$ cat config.mk
export PLATFORM = sky130hd
export DESIGN_NAME = explicit_heat_stencil_1d
export DESIGN_NICKNAME = d
export VERILOG_FILES = /design/src/design/ehs_pkg.sv /design/src/design/ehs_ram.sv /design/src/design/ehs_dp.sv /design/src/design/ehs_ctrl.sv /design/src/design/explicit_heat_stencil_1d.sv
export SDC_FILE = /design/constraint.sdc
export NUM_CORES = 2
export LEC_CHECK = 0
export BUFFER_PORTS_ARGS = -buffer_cell sky130_fd_sc_hd__buf_2
export CELL_PAD_IN_SITES_DETAIL_PLACEMENT = 0
export CELL_PAD_IN_SITES_GLOBAL_PLACEMENT = 1
export CORE_MARGIN = 1.5
export CORE_UTILIZATION = 57
export CTS_CLUSTER_DIAMETER = 40
export CTS_CLUSTER_SIZE = 8
export DETAILED_ROUTE_END_ITERATION = 8
export PLACE_DENSITY = 0.95
export SYNTH_ARGS = -nofsm -noshare
export SYNTH_HDL_FRONTEND = slang
export SYNTH_SLANG_ARGS = --single-unit
$ cat constraint.sdc
create_clock -name clk -period 13.4 [get_ports clk]
set_clock_uncertainty 0.15 [all_clocks]
set_input_delay 2.01 -clock clk [delete_from_list [all_inputs] [get_ports clk]]
set_output_delay 2.01 -clock clk [all_outputs]
set_load 0.01 [all_outputs]
$ cat src/design/ehs_pkg.sv
// Shared constants and types for the explicit 1D heat stencil block.
// Used by ehs_ctrl, ehs_dp and explicit_heat_stencil_1d; no dependencies.
package ehs_pkg;

  // Grid and sample sizing
  localparam int MAX_POINTS  = 64;
  localparam int SAMPLE_BITS = 32;
  localparam int ADDR_BITS   = $clog2(MAX_POINTS);
  localparam int PC_BITS     = $clog2(MAX_POINTS + 1);

  // Configuration register widths
  localparam int STEP_BITS      = 16;
  localparam int ALPHA_BITS     = 16;
  localparam int ALPHA_FRAC     = 16;
  localparam int CFG_DATA_BITS  = 16;
  localparam int CFG_INDEX_BITS = 2;

  // Configuration register indexes
  localparam logic [CFG_INDEX_BITS-1:0] CFG_POINT_COUNT = 2'd0;
  localparam logic [CFG_INDEX_BITS-1:0] CFG_STEP_COUNT  = 2'd1;
  localparam logic [CFG_INDEX_BITS-1:0] CFG_ALPHA       = 2'd2;

  // Configuration reset values
  localparam logic [PC_BITS-1:0]    POINT_COUNT_RESET = PC_BITS'(10);
  localparam logic [STEP_BITS-1:0]  STEP_COUNT_RESET  = STEP_BITS'(199);
  localparam logic [ALPHA_BITS-1:0] ALPHA_RESET       = ALPHA_BITS'(26676);

  // Stencil arithmetic widths
  localparam int LAP_BITS  = SAMPLE_BITS + 2;
  localparam int PROD_BITS = LAP_BITS + ALPHA_BITS + 1;
  localparam int SUM_BITS  = PROD_BITS - ALPHA_FRAC + 1;

  // Grid store write data source
  typedef enum logic {
    WSEL_INPUT,
    WSEL_UPDATE
  } wsel_t;

  // Controller to datapath commands
  typedef struct packed {
    logic                 ram_we;
    wsel_t                wsel;
    logic [ADDR_BITS-1:0] waddr;
    logic [ADDR_BITS-1:0] raddr;
    logic                 cap_left;
    logic                 cap_p;
    logic                 cap_right;
    logic                 cap_prod;
    logic                 advance;
    logic                 cap_out;
  } ehs_cmd_t;

endpackage

$ cat src/design/ehs_ram.sv
// Generic single write port, single read port RAM with registered read data.
// No dependencies.
module ehs_ram #(
  parameter int WIDTH = 32,
  parameter int DEPTH = 64
) (
  input  logic                     clk,
  input  logic                     we,
  input  logic [$clog2(DEPTH)-1:0] waddr,
  input  logic [WIDTH-1:0]         wdata,
  input  logic [$clog2(DEPTH)-1:0] raddr,
  output logic [WIDTH-1:0]         rdata
);

  logic [WIDTH-1:0] mem [DEPTH];

  // Write port and registered read port
  always_ff @(posedge clk) begin
    if (we) begin
      mem[waddr] <= wdata;
    end
    rdata <= mem[raddr];
  end

endmodule

$ cat src/design/ehs_dp.sv
// Datapath of the heat stencil: grid store, stencil window, multiply and saturate.
// Depends on ehs_pkg and ehs_ram; driven by commands from ehs_ctrl.
module ehs_dp
  import ehs_pkg::*;
(
  input  logic                          clk,
  input  ehs_cmd_t                      cmd,
  input  logic [ALPHA_BITS-1:0]         alpha,
  input  logic signed [SAMPLE_BITS-1:0] sample_in,
  output logic signed [SAMPLE_BITS-1:0] sample_out
);

  localparam logic signed [SAMPLE_BITS-1:0] SAMPLE_MAX = {1'b0, {(SAMPLE_BITS-1){1'b1}}};
  localparam logic signed [SAMPLE_BITS-1:0] SAMPLE_MIN = {1'b1, {(SAMPLE_BITS-1){1'b0}}};

  logic signed [SAMPLE_BITS-1:0] rdata;
  logic signed [SAMPLE_BITS-1:0] wdata;
  logic signed [SAMPLE_BITS-1:0] left;
  logic signed [SAMPLE_BITS-1:0] p;
  logic signed [SAMPLE_BITS-1:0] right;
  logic signed [LAP_BITS-1:0]    lap;
  logic signed [LAP_BITS-1:0]    lap_next;
  logic signed [PROD_BITS-1:0]   prod;
  logic signed [PROD_BITS-1:0]   prod_next;
  logic signed [ALPHA_BITS:0]    alpha_s;
  logic signed [SUM_BITS-1:0]    sum;
  logic signed [SAMPLE_BITS-1:0] upd;

  ehs_ram #(
    .WIDTH(SAMPLE_BITS),
    .DEPTH(MAX_POINTS)
  ) u_grid (
    .clk  (clk),
    .we   (cmd.ram_we),
    .waddr(cmd.waddr),
    .wdata(wdata),
    .raddr(cmd.raddr),
    .rdata(rdata)
  );

  // Laplacian from the window, right neighbor straight from the store
  always_comb begin
    lap_next = {{2{left[SAMPLE_BITS-1]}}, left}
             - {p[SAMPLE_BITS-1], p, 1'b0}
             + {{2{rdata[SAMPLE_BITS-1]}}, rdata};
    alpha_s   = {1'b0, alpha};
    prod_next = lap * alpha_s;
  end

  // Floor shift of the product, add to center, saturate
  always_comb begin
    sum = {{(SUM_BITS-SAMPLE_BITS){p[SAMPLE_BITS-1]}}, p}
        + {prod[PROD_BITS-1], prod[PROD_BITS-1:ALPHA_FRAC]};
    if (sum[SUM_BITS-1:SAMPLE_BITS-1] == {(SUM_BITS-SAMPLE_BITS+1){1'b0}} ||
        sum[SUM_BITS-1:SAMPLE_BITS-1] == {(SUM_BITS-SAMPLE_BITS+1){1'b1}}) begin
      upd = sum[SAMPLE_BITS-1:0];
    end else if (sum[SUM_BITS-1]) begin
      upd = SAMPLE_MIN;
    end else begin
      upd = SAMPLE_MAX;
    end
    wdata = (cmd.wsel == WSEL_UPDATE) ? upd : sample_in;
  end

  // Window and pipeline registers
  always_ff @(posedge clk) begin
    if (cmd.cap_left) begin
      left <= rdata;
    end
    if (cmd.cap_p) begin
      p <= rdata;
    end
    if (cmd.cap_right) begin
      right <= rdata;
      lap   <= lap_next;
    end
    if (cmd.cap_prod) begin
      prod <= prod_next;
    end
    if (cmd.advance) begin
      left <= p;
      p    <= right;
    end
    if (cmd.cap_out) begin
      sample_out <= rdata;
    end
  end

endmodule

$ cat src/design/ehs_ctrl.sv
// Controller of the heat stencil: load sequencing, time step sweeps, result output.
// Depends on ehs_pkg; commands ehs_dp.
module ehs_ctrl
  import ehs_pkg::*;
(
  input  logic                 clk,
  input  logic                 rst,
  input  logic [PC_BITS-1:0]   point_count,
  input  logic [STEP_BITS-1:0] step_count,
  input  logic                 in_valid,
  output logic                 in_stall,
  output logic                 out_valid,
  input  logic                 out_stall,
  output logic                 last_out,
  output ehs_cmd_t             cmd
);

  typedef enum logic [3:0] {
    S_IDLE,
    S_RD_L,
    S_RD_P,
    S_FIRST,
    S_RD_R,
    S_LAP,
    S_MUL,
    S_WR,
    S_O_RD,
    S_O_LD,
    S_O_WAIT
  } state_t;

  state_t               state;
  logic [PC_BITS-1:0]   load_pos;
  logic [ADDR_BITS-1:0] idx;
  logic [STEP_BITS-1:0] steps;

  logic [PC_BITS-1:0]   n_eff;
  logic [PC_BITS-1:0]   pos;
  logic                 in_acc;
  logic                 run_needed;
  logic                 last_pt;
  logic                 last_res;

  // Effective grid size and load position
  always_comb begin
    if (point_count == '0) begin
      n_eff = PC_BITS'(1);
    end else if (point_count > PC_BITS'(MAX_POINTS)) begin
      n_eff = PC_BITS'(MAX_POINTS);
    end else begin
      n_eff = point_count;
    end
    pos        = (load_pos >= n_eff) ? n_eff - PC_BITS'(1) : load_pos;
    in_stall   = rst || (state != S_IDLE);
    in_acc     = in_valid && !in_stall;
    run_needed = (n_eff >= PC_BITS'(3)) && (step_count != '0);
    last_pt    = (PC_BITS'(idx) + PC_BITS'(2)) == n_eff;
    last_res   = (PC_BITS'(idx) + PC_BITS'(1)) == n_eff;
  end

  // Datapath commands per state
  always_comb begin
    cmd       = '0;
    cmd.wsel  = WSEL_INPUT;
    cmd.waddr = idx;
    cmd.raddr = idx;
    unique case (state)
      S_IDLE: begin
        cmd.ram_we = in_acc;
        cmd.waddr  = pos[ADDR_BITS-1:0];
      end
      S_RD_L: begin
        cmd.raddr = '0;
      end
      S_RD_P: begin
        cmd.raddr    = ADDR_BITS'(1);
        cmd.cap_left = 1'b1;
      end
      S_FIRST: begin
        cmd.raddr = idx + ADDR_BITS'(1);
        cmd.cap_p = 1'b1;
      end
      S_RD_R: begin
        cmd.raddr = idx + ADDR_BITS'(1);
      end
      S_LAP: begin
        cmd.cap_right = 1'b1;
      end
      S_MUL: begin
        cmd.cap_prod = 1'b1;
      end
      S_WR: begin
        cmd.ram_we  = 1'b1;
        cmd.wsel    = WSEL_UPDATE;
        cmd.advance = 1'b1;
      end
      S_O_RD: begin
        cmd.raddr = idx;
      end
      S_O_LD: begin
        cmd.cap_out = 1'b1;
      end
      S_O_WAIT: begin
        cmd.raddr = idx;
      end
      default: begin
        cmd.raddr = idx;
      end
    endcase
  end

  // State, counters and output handshake
  always_ff @(posedge clk) begin
    if (rst) begin
      state     <= S_IDLE;
      load_pos  <= '0;
      idx       <= '0;
      steps     <= '0;
      out_valid <= 1'b0;
      last_out  <= 1'b0;
    end else begin
      unique case (state)
        S_IDLE: begin
          if (in_acc) begin
            if (pos + PC_BITS'(1) < n_eff) begin
              load_pos <= pos + PC_BITS'(1);
            end else begin
              load_pos <= '0;
              steps    <= '0;
              if (run_needed) begin
                idx   <= ADDR_BITS'(1);
                state <= S_RD_L;
              end else begin
                idx   <= '0;
                state <= S_O_RD;
              end
            end
          end
        end
        S_RD_L:  state <= S_RD_P;
        S_RD_P:  state <= S_FIRST;
        S_FIRST: state <= S_LAP;
        S_RD_R:  state <= S_LAP;
        S_LAP:   state <= S_MUL;
        S_MUL:   state <= S_WR;
        S_WR: begin
          if (last_pt) begin
            if (steps == step_count - STEP_BITS'(1)) begin
              steps <= '0;
              idx   <= '0;
              state <= S_O_RD;
            end else begin
              steps <= steps + STEP_BITS'(1);
              idx   <= ADDR_BITS'(1);
              state <= S_RD_L;
            end
          end else begin
            idx   <= idx + ADDR_BITS'(1);
            state <= S_RD_R;
          end
        end
        S_O_RD: state <= S_O_LD;
        S_O_LD: begin
          out_valid <= 1'b1;
          last_out  <= last_res;
          state     <= S_O_WAIT;
        end
        S_O_WAIT: begin
          if (!out_stall) begin
            out_valid <= 1'b0;
            if (last_out) begin
              idx   <= '0;
              state <= S_IDLE;
            end else begin
              idx   <= idx + ADDR_BITS'(1);
              state <= S_O_RD;
            end
          end
        end
        default: state <= S_IDLE;
      endcase
    end
  end

endmodule

$ cat src/design/explicit_heat_stencil_1d.sv
// Top level of the explicit 1D heat stencil: configuration registers and wiring.
// Depends on ehs_pkg, ehs_ctrl, ehs_dp and ehs_ram.
//
// Usage:
//   Configuration: cfg_write with cfg_index selects point_count (0), step_count (1)
//   or alpha (2); write only while the block is idle.
//   Input channel: in_valid / in_stall carry one Q16.16 sample per item, grid
//   point 0 first. Items that do not complete the profile are taken back to back.
//   The item that completes the profile starts step_count time steps. Each step
//   updates the N-2 interior points of N points in turn, one stencil update at a time through
//   the single grid store read port and the shared multiplier.
//   Output channel: out_valid / out_stall return the N final samples in grid order,
//   last_out marking the final one; each result is read back from the grid store.
//   A stalled result holds its value until taken. in_stall stays high from the
//   completing item until the last result is taken.
//   Reset: rst (synchronous) restores the register defaults (10, 199, 26676),
//   restarts loading at point 0 and drops any run in progress. The grid store
//   needs no clearing.
module explicit_heat_stencil_1d
  import ehs_pkg::*;
(
  input  logic                          clk,
  input  logic                          rst,
  input  logic                          cfg_write,
  input  logic [CFG_INDEX_BITS-1:0]     cfg_index,
  input  logic [CFG_DATA_BITS-1:0]      cfg_data,
  input  logic                          in_valid,
  output logic                          in_stall,
  input  logic signed [SAMPLE_BITS-1:0] sample_in,
  output logic                          out_valid,
  input  logic                          out_stall,
  output logic signed [SAMPLE_BITS-1:0] sample_out,
  output logic                          last_out
);

  logic [PC_BITS-1:0]    point_count;
  logic [STEP_BITS-1:0]  step_count;
  logic [ALPHA_BITS-1:0] alpha;
  ehs_cmd_t              cmd;

  // Configuration registers
  always_ff @(posedge clk) begin
    if (rst) begin
      point_count <= POINT_COUNT_RESET;
      step_count  <= STEP_COUNT_RESET;
      alpha       <= ALPHA_RESET;
    end else if (cfg_write) begin
      unique case (cfg_index)
        CFG_POINT_COUNT: point_count <= cfg_data[PC_BITS-1:0];
        CFG_STEP_COUNT:  step_count  <= cfg_data[STEP_BITS-1:0];
        CFG_ALPHA:       alpha       <= cfg_data[ALPHA_BITS-1:0];
        default: begin
          point_count <= point_count;
        end
      endcase
    end
  end

  ehs_ctrl u_ctrl (
    .clk        (clk),
    .rst        (rst),
    .point_count(point_count),
    .step_count (step_count),
    .in_valid   (in_valid),
    .in_stall   (in_stall),
    .out_valid  (out_valid),
    .out_stall  (out_stall),
    .last_out   (last_out),
    .cmd        (cmd)
  );

  ehs_dp u_dp (
    .clk       (clk),
    .cmd       (cmd),
    .alpha     (alpha),
    .sample_in (sample_in),
    .sample_out(sample_out)
  );

endmodule

After elaboration in Yosys (flattened, before gate mapping) --
Memories as Yosys holds them, arrays and structs flattened. A register that Yosys moved wholly into a read port is not among the register bits. Cells that the tools add are included.
Word-level totals: register bits 287, memory bits (writable) 2048, output and inout bits 35, word-level logic and storage cells 121, memories 1
Memories:
- u_dp.u_grid.mem | depth 64, width 32, rd ports 1, clocked after Yosys merged registers in 1, wr ports 1, line ehs_ram.sv:15 | logic [WIDTH-1:0] mem [DEPTH];
Operators by class: $add $sub $neg 10, multipliers 1, $lt $le $gt $ge 4, equal/unequal tests 20, muxes and demuxes 45, reductions and logical operators 25
Operators by type and width (count):
- 32-bit 2-to-1 mux | 7
- 16-bit 2-to-1 mux | 4
- 34-bit by 17-bit multiplier with 51-bit output | 1
- 4-bit one-hot mux with 10 select lines | 1
- 32-bit by 35-bit adder with 36-bit output | 1
- 6-bit 2-to-1 mux | 6
- 6-bit one-hot mux with 3 select lines | 2
- 34-bit adder | 1
- 32-bit by 33-bit subtractor with 34-bit output | 1
- 16-bit one-hot mux with 2 select lines | 1
- 4-bit 2-to-1 mux | 7
- 7-bit 2-to-1 mux | 4
- 16-bit by 1-bit adder with 16-bit output (second input constant) | 1
- 16-bit == test | 1
- 4-bit by 3-bit == test with 1-bit output (second input constant) | 4
- 16-bit nonzero test | 1
- 16-bit by 1-bit subtractor with 16-bit output (second input constant) | 1
- 7-bit == test | 2
- 4-bit == test (second input constant) | 3
- 1-bit 2-to-1 mux | 11
- 2-bit AND reduction | 5
- 4-bit by 2-bit == test with 1-bit output (second input constant) | 2
- 4-bit AND reduction | 2
- 2-bit nonzero test | 4
- other kinds (27) | 32

Logic depth before layout (Yosys ltp) --
depth in word-level cells 10, depth in mapped cells 25, mapped depth without buffers 24

Hierarchy --
Synthesis repeated with hierarchy kept, for this count alone.
Unflattened totals: cell total of the unflattened synthesis 7151, area, all modules 114134.5 um^2
By module, submodules not included:
- ehs_ram | times used 1, cells each 3324, area an instance 78515.3 um^2, seq. area each 62139.6 um^2
- ehs_dp | times used 1, cells each 3146, area an instance 30209.0 um^2, seq. area each 5915.7 um^2
- ehs_ctrl | times used 1, cells each 521, area an instance 3776.1 um^2, seq. area each 700.7 um^2
- explicit_heat_stencil_1d | times used 1, cells each 160, area an instance 1634.1 um^2, seq. area each 780.7 um^2

Worst setup path before layout --
OpenSTA, ideal clock, no wires.
path type register -> register, start register u_dp.p[0], end memory u_dp.u_grid.mem[0][10], data pin, setup time 1.009 ns, data arrival time 6.937 ns, data required time 12.241 ns, setup slack 5.305 ns, stages on the path, launching flop included 14, path buffers 0, path through edfxtp_1 -> ha_1 -> inv_1 -> fa_1 -> nor2b_1 -> o31a_1 -> o211ai_1 -> o211ai_1 -> o21ai_2 -> o21ai_1 -> a31o_2 -> a311oi_4 -> a21boi_2 -> o311ai_0
Between the ends: word-level cells in the longest chain between the ends 5, elaborated cells between the ends (all ways) 7, classes of those cells 1 x add/sub; 1 x eq/ne; 3 x mux; 2 x reduce/logical
RTL lines:
- start, declared | line ehs_dp.sv:19 | logic signed [SAMPLE_BITS-1:0] p;
- start signal, assigned | line ehs_dp.sv:71 | p <= rdata;
- start signal, assigned | line ehs_dp.sv:82 | p <= right;
- 32-bit by 35-bit adder with 36-bit output (*) | line ehs_dp.sv:53 | + {prod[PROD_BITS-1], prod[PROD_BITS-1:ALPHA_FRAC]};
- 5-bit == test / 5-bit logical NOT (equally long branches) | line ehs_dp.sv:55, ehs_dp.sv:54
- 1-bit logical OR | line ehs_dp.sv:54 | if (sum[SUM_BITS-1:SAMPLE_BITS-1] == {(SUM_BITS-SAMPLE_BITS+1){1'b0}} ||
- 32-bit 2-to-1 mux (*) | line ehs_dp.sv:54
- 32-bit 2-to-1 mux (*) | line ehs_dp.sv:62 | wdata = (cmd.wsel == WSEL_UPDATE) ? upd : sample_in;
- via u_dp.u_grid.wdata[10] | line ehs_ram.sv:10 | input logic [WIDTH-1:0] wdata,
- end, declared | line ehs_ram.sv:15
The timed path passes the listed nets; every way through them passes the cells marked *.

Worst setup path in the final report --
start register u_dp.lap[10], end register u_dp.prod[49], data pin
Between the ends: word-level cells in the longest chain between the ends 1
RTL lines:
- start, declared | line ehs_dp.sv:21 | logic signed [LAP_BITS-1:0] lap;
- start signal, assigned | line ehs_dp.sv:75 | lap <= lap_next;
- 34-bit by 17-bit multiplier with 51-bit output | line ehs_dp.sv:47 | prod_next = lap * alpha_s;
- via u_dp.prod_next[49] | line ehs_dp.sv:24 | logic signed [PROD_BITS-1:0] prod_next;
- end signal, assigned | line ehs_dp.sv:78 | prod <= prod_next;
- end, declared | line ehs_dp.sv:23 | logic signed [PROD_BITS-1:0] prod;
The timed path passes the listed nets, and every way through them passes these cells. A chain may end at the register's enable or synchronous reset.

==> flow_metrics.env <==
export IMPL_status="finished with violations"
export IMPL_violations="capacitance limit, slew limit"
export IMPL_arrival_ns=8.32
export IMPL_dp_cells=12300
export IMPL_cts_hold_buf=0
export IMPL_drt_first_pass_iters=9
export IMPL_fin_crit_sh=0.585
export IMPL_ant_nets=0
export IMPL_final_cell_mix="2766 x nand2_1, 2245 x edfxtp_1, 728 x inv_1"
export IMPL_grt_max_degree=171
export IMPL_multi_input_area_um2=42600
export IMPL_cts_tree="yes"
export IMPL_relSlewSlack=-0.0690
export IMPL_whs_ns=0.310
export IMPL_netlist_area_um2=116000
export IMPL_synth_enable_flop_cells=2245
export IMPL_cts_resized=0
export IMPL_coreArea_um2=203000
export IMPL_critPathLaunchType="flop"
export IMPL_clock_sinks=2351
export IMPL_global_route_usage_total=0.323
export IMPL_wire_per_inst_um=26.0
export IMPL_place_congestion=0.945
export IMPL_fmax_mhz=128
export IMPL_crit_path_end_kind="flop"
export IMPL_holdPathStages=2
export IMPL_cts_made_buffers=374
export IMPL_nets=10800
export IMPL_fin_setup_tns_ns=0
export IMPL_async_reset_ff_frac=0
export IMPL_max_cap_viol_count=1
export IMPL_grt_pass1_wl_um=501000
export IMPL_final_hold_violation_count=0
export IMPL_worst_r2r_path_depth=20
export IMPL_drt_iter0_markers=10300
export IMPL_crit_type="flop to flop"
export IMPL_ir_drop_uv=174
export IMPL_hold_class="flop to flop"
export IMPL_power_per_cell_area_nw_per_um2=175
export IMPL_crit_fanout=16
export IMPL_path_clk_slew_ns=0.05
export IMPL_htree_num_levels=5
export IMPL_synth_nets=10800
export IMPL_grt_ovfl_total=0
export IMPL_synth_cells=9952
export IMPL_worst_slack_ns=5.56
export IMPL_via_per_inst=6.37
export IMPL_die_area_um2=207000
export IMPL_layout_drive_gt1_share=0.0867
export IMPL_rsz0062_at_grt="false"
export IMPL_post_route_min_period_ns=7.84
export IMPL_required_ns=13.88
export IMPL_ys_ff_latch=2351
export IMPL_avgSynthCellArea_um2=11.7
export IMPL_io_pins=90
export IMPL_ys_types=84
export IMPL_yosysWarnings=0
export IMPL_final_common_cell="nand2_1"
export IMPL_worst_slew_pin_slew_ns=1.59
export IMPL_clock_latency_ns=0.97
export IMPL_finalMaxSlewViolations=2
export IMPL_die_w_um=455
export IMPL_ctsLongestPathBuffers=4
export IMPL_synth_ff_type="edfxtp_1"
export IMPL_area_growth_pct=12.6
export IMPL_grt_pass1_vias=82500
export IMPL_setup_viol_count_final=0
export IMPL_post_cts_buffers=0
export IMPL_seq_area_um2=69500
export IMPL_pre_cts_ws_ns=5.61
export IMPL_clk_root_buffer_cell="clkbuf_16"
export IMPL_num_fill_cells=14200
export IMPL_numPortBuffers=89
export IMPL_seq_area_frac_synth=0.598
export IMPL_wl_um=334000
export IMPL_start_util=0.574
export IMPL_antenna_found_initial=11
export IMPL_drc=0
export IMPL_die_h_um=455
export IMPL_fp_row_count=165
export IMPL_dpl_hpwl_um=195000
export IMPL_stdcell_count=12800
export IMPL_leakage_nw=49.4
export IMPL_vias=81800
==> area by class of cell <==
| type | count | area share |
|---|---|---|
| repair buffers | 314 | 0.0176 |
| well taps | 2672 | 0.0255 |
| diodes | 4 | 0.0000765 |
| clock inverters | 63 | 0.00440 |
| flip-flops and latches | 2351 | 0.531 |
| multi-input cells | 6263 | 0.326 |
| inverters | 730 | 0.0209 |
| clock buffers | 448 | 0.0742 |
==> path summary, 6_finish.rpt <==
check / startpoint / to / slack [ns]
max: u_dp.lap[10] / u_dp.prod[49] / 5.56
max reg2reg: u_dp.lap[10] / u_dp.prod[49] / 5.56
min reg2reg: u_ctrl.load_pos[0] / u_ctrl.load_pos[0] / 0.31
min: u_ctrl.load_pos[0] / u_ctrl.load_pos[0] / 0.31
==> state kept, by name, indices dropped and copies added (netlist names) <==
| signal | cells |
|---|---|
| u_dp.right | 32 |
| u_dp.p | 32 |
| alpha | 16 |
| u_ctrl.state | 4 |
| u_dp.u_grid.rdata | 32 |
| u_ctrl.out_valid | 1 |
| u_ctrl.idx | 6 |
| u_dp.lap | 34 |
| u_dp.left | 32 |
| u_dp.prod | 35 |
| u_ctrl.steps | 16 |
| u_dp.sample_out | 32 |
| u_dp.u_grid.mem | 2048 |
| u_ctrl.load_pos | 7 |
| step_count | 16 |
| point_count | 7 |
| u_ctrl.last_out | 1 |
==> cells by family (layout without fill, tap and decap cells) <==
logic type,Yosys count,count (layout),share of synthesized area
simple gates,4213,4213,0.157
other cells,0,4,0
compound gates,1131,1131,0.0710
flops,2351,2351,0.598
buf+inv,1338,1555,0.0442
xor+xnor,140,140,0.0105
mux,23,23,0.00200
fa+ha+maj,756,756,0.117
==> metrics by stage <==
stage                util  power, mW  area (µm²)
detailed placement  0.595       14.6      121000
global placement    0.595       14.5      121000
floorplan               -       12.8      116000
CTS                 0.646       22.9      131000
finish              0.646       22.9      131000
global route        0.646       23.9      131000
==> synth_stat cells, drive strengths merged, types with 10 or more instances <==
master | number | area [µm²]
nand2 | 2767 | 10400
edfxtp | 2245 | 67400
inv | 730 | 2740
nand3 | 565 | 2830
fa | 548 | 11000
clkbuf | 486 | 1820
a311oi | 358 | 3150
and3 | 316 | 1980
ha | 208 | 2600
nor2 | 199 | 747
and2 | 196 | 1230
a21oi | 182 | 918
a31oi | 171 | 1070
buf | 122 | 573
dfxtp | 106 | 2120
o21ai | 98 | 494
xnor2 | 90 | 788
a211oi | 73 | 548
o311ai | 54 | 480
xor2 | 50 | 438
a21o | 44 | 330
nor3 | 39 | 200
a211o | 36 | 315
nor2b | 23 | 144
nand4 | 22 | 138
mux2i | 21 | 210
nand2b | 19 | 119
o21bai | 18 | 135
o211ai | 16 | 120
o21a | 15 | 113
or3b | 14 | 123
nor4 | 11 | 90.1
a21boi | 10 | 78.8
or3 | 10 | 67.6
==> routing by layer <==
| layer | GRT usage | share of wire |
|---|---|---|
| met5 | 0 | 0.00028 |
| met2 | 0.506 | 0.46 |
| met4 | 0.206 | 0.070 |
| met3 | 0.0666 | 0.11 |
| met1 | 0.413 | 0.35 |
==> worst max-delay path: stages, from the launching register on <==
cell	delay, ns
edfxtp_1	0.86
nand2_1	0.18
fa_1	0.53
fa_1	0.59
fa_1	0.45
fa_1	0.56
inv_1	0.05
fa_1	0.49
fa_1	0.42
ha_1	0.30
o21ai_0	0.09
nor2_1	0.07
a221oi_1	0.84
a311oi_1	0.29
buf_4	0.22
o2111a_1	0.33
a211oi_1	0.40
a311oi_1	0.22
a21o_1	0.25
a21oi_1	0.20
xnor2_1	0.09
==> where the power goes <==
part | internal (mW) | leakage [nW] | switching [mW]
Combinational | 2.23 | 23.4 | 3.83
Sequential | 8.50 | 21.0 | 0.161
Clock | 5.12 | 5.00 | 3.10
Power figures use the tool's default switching activity.
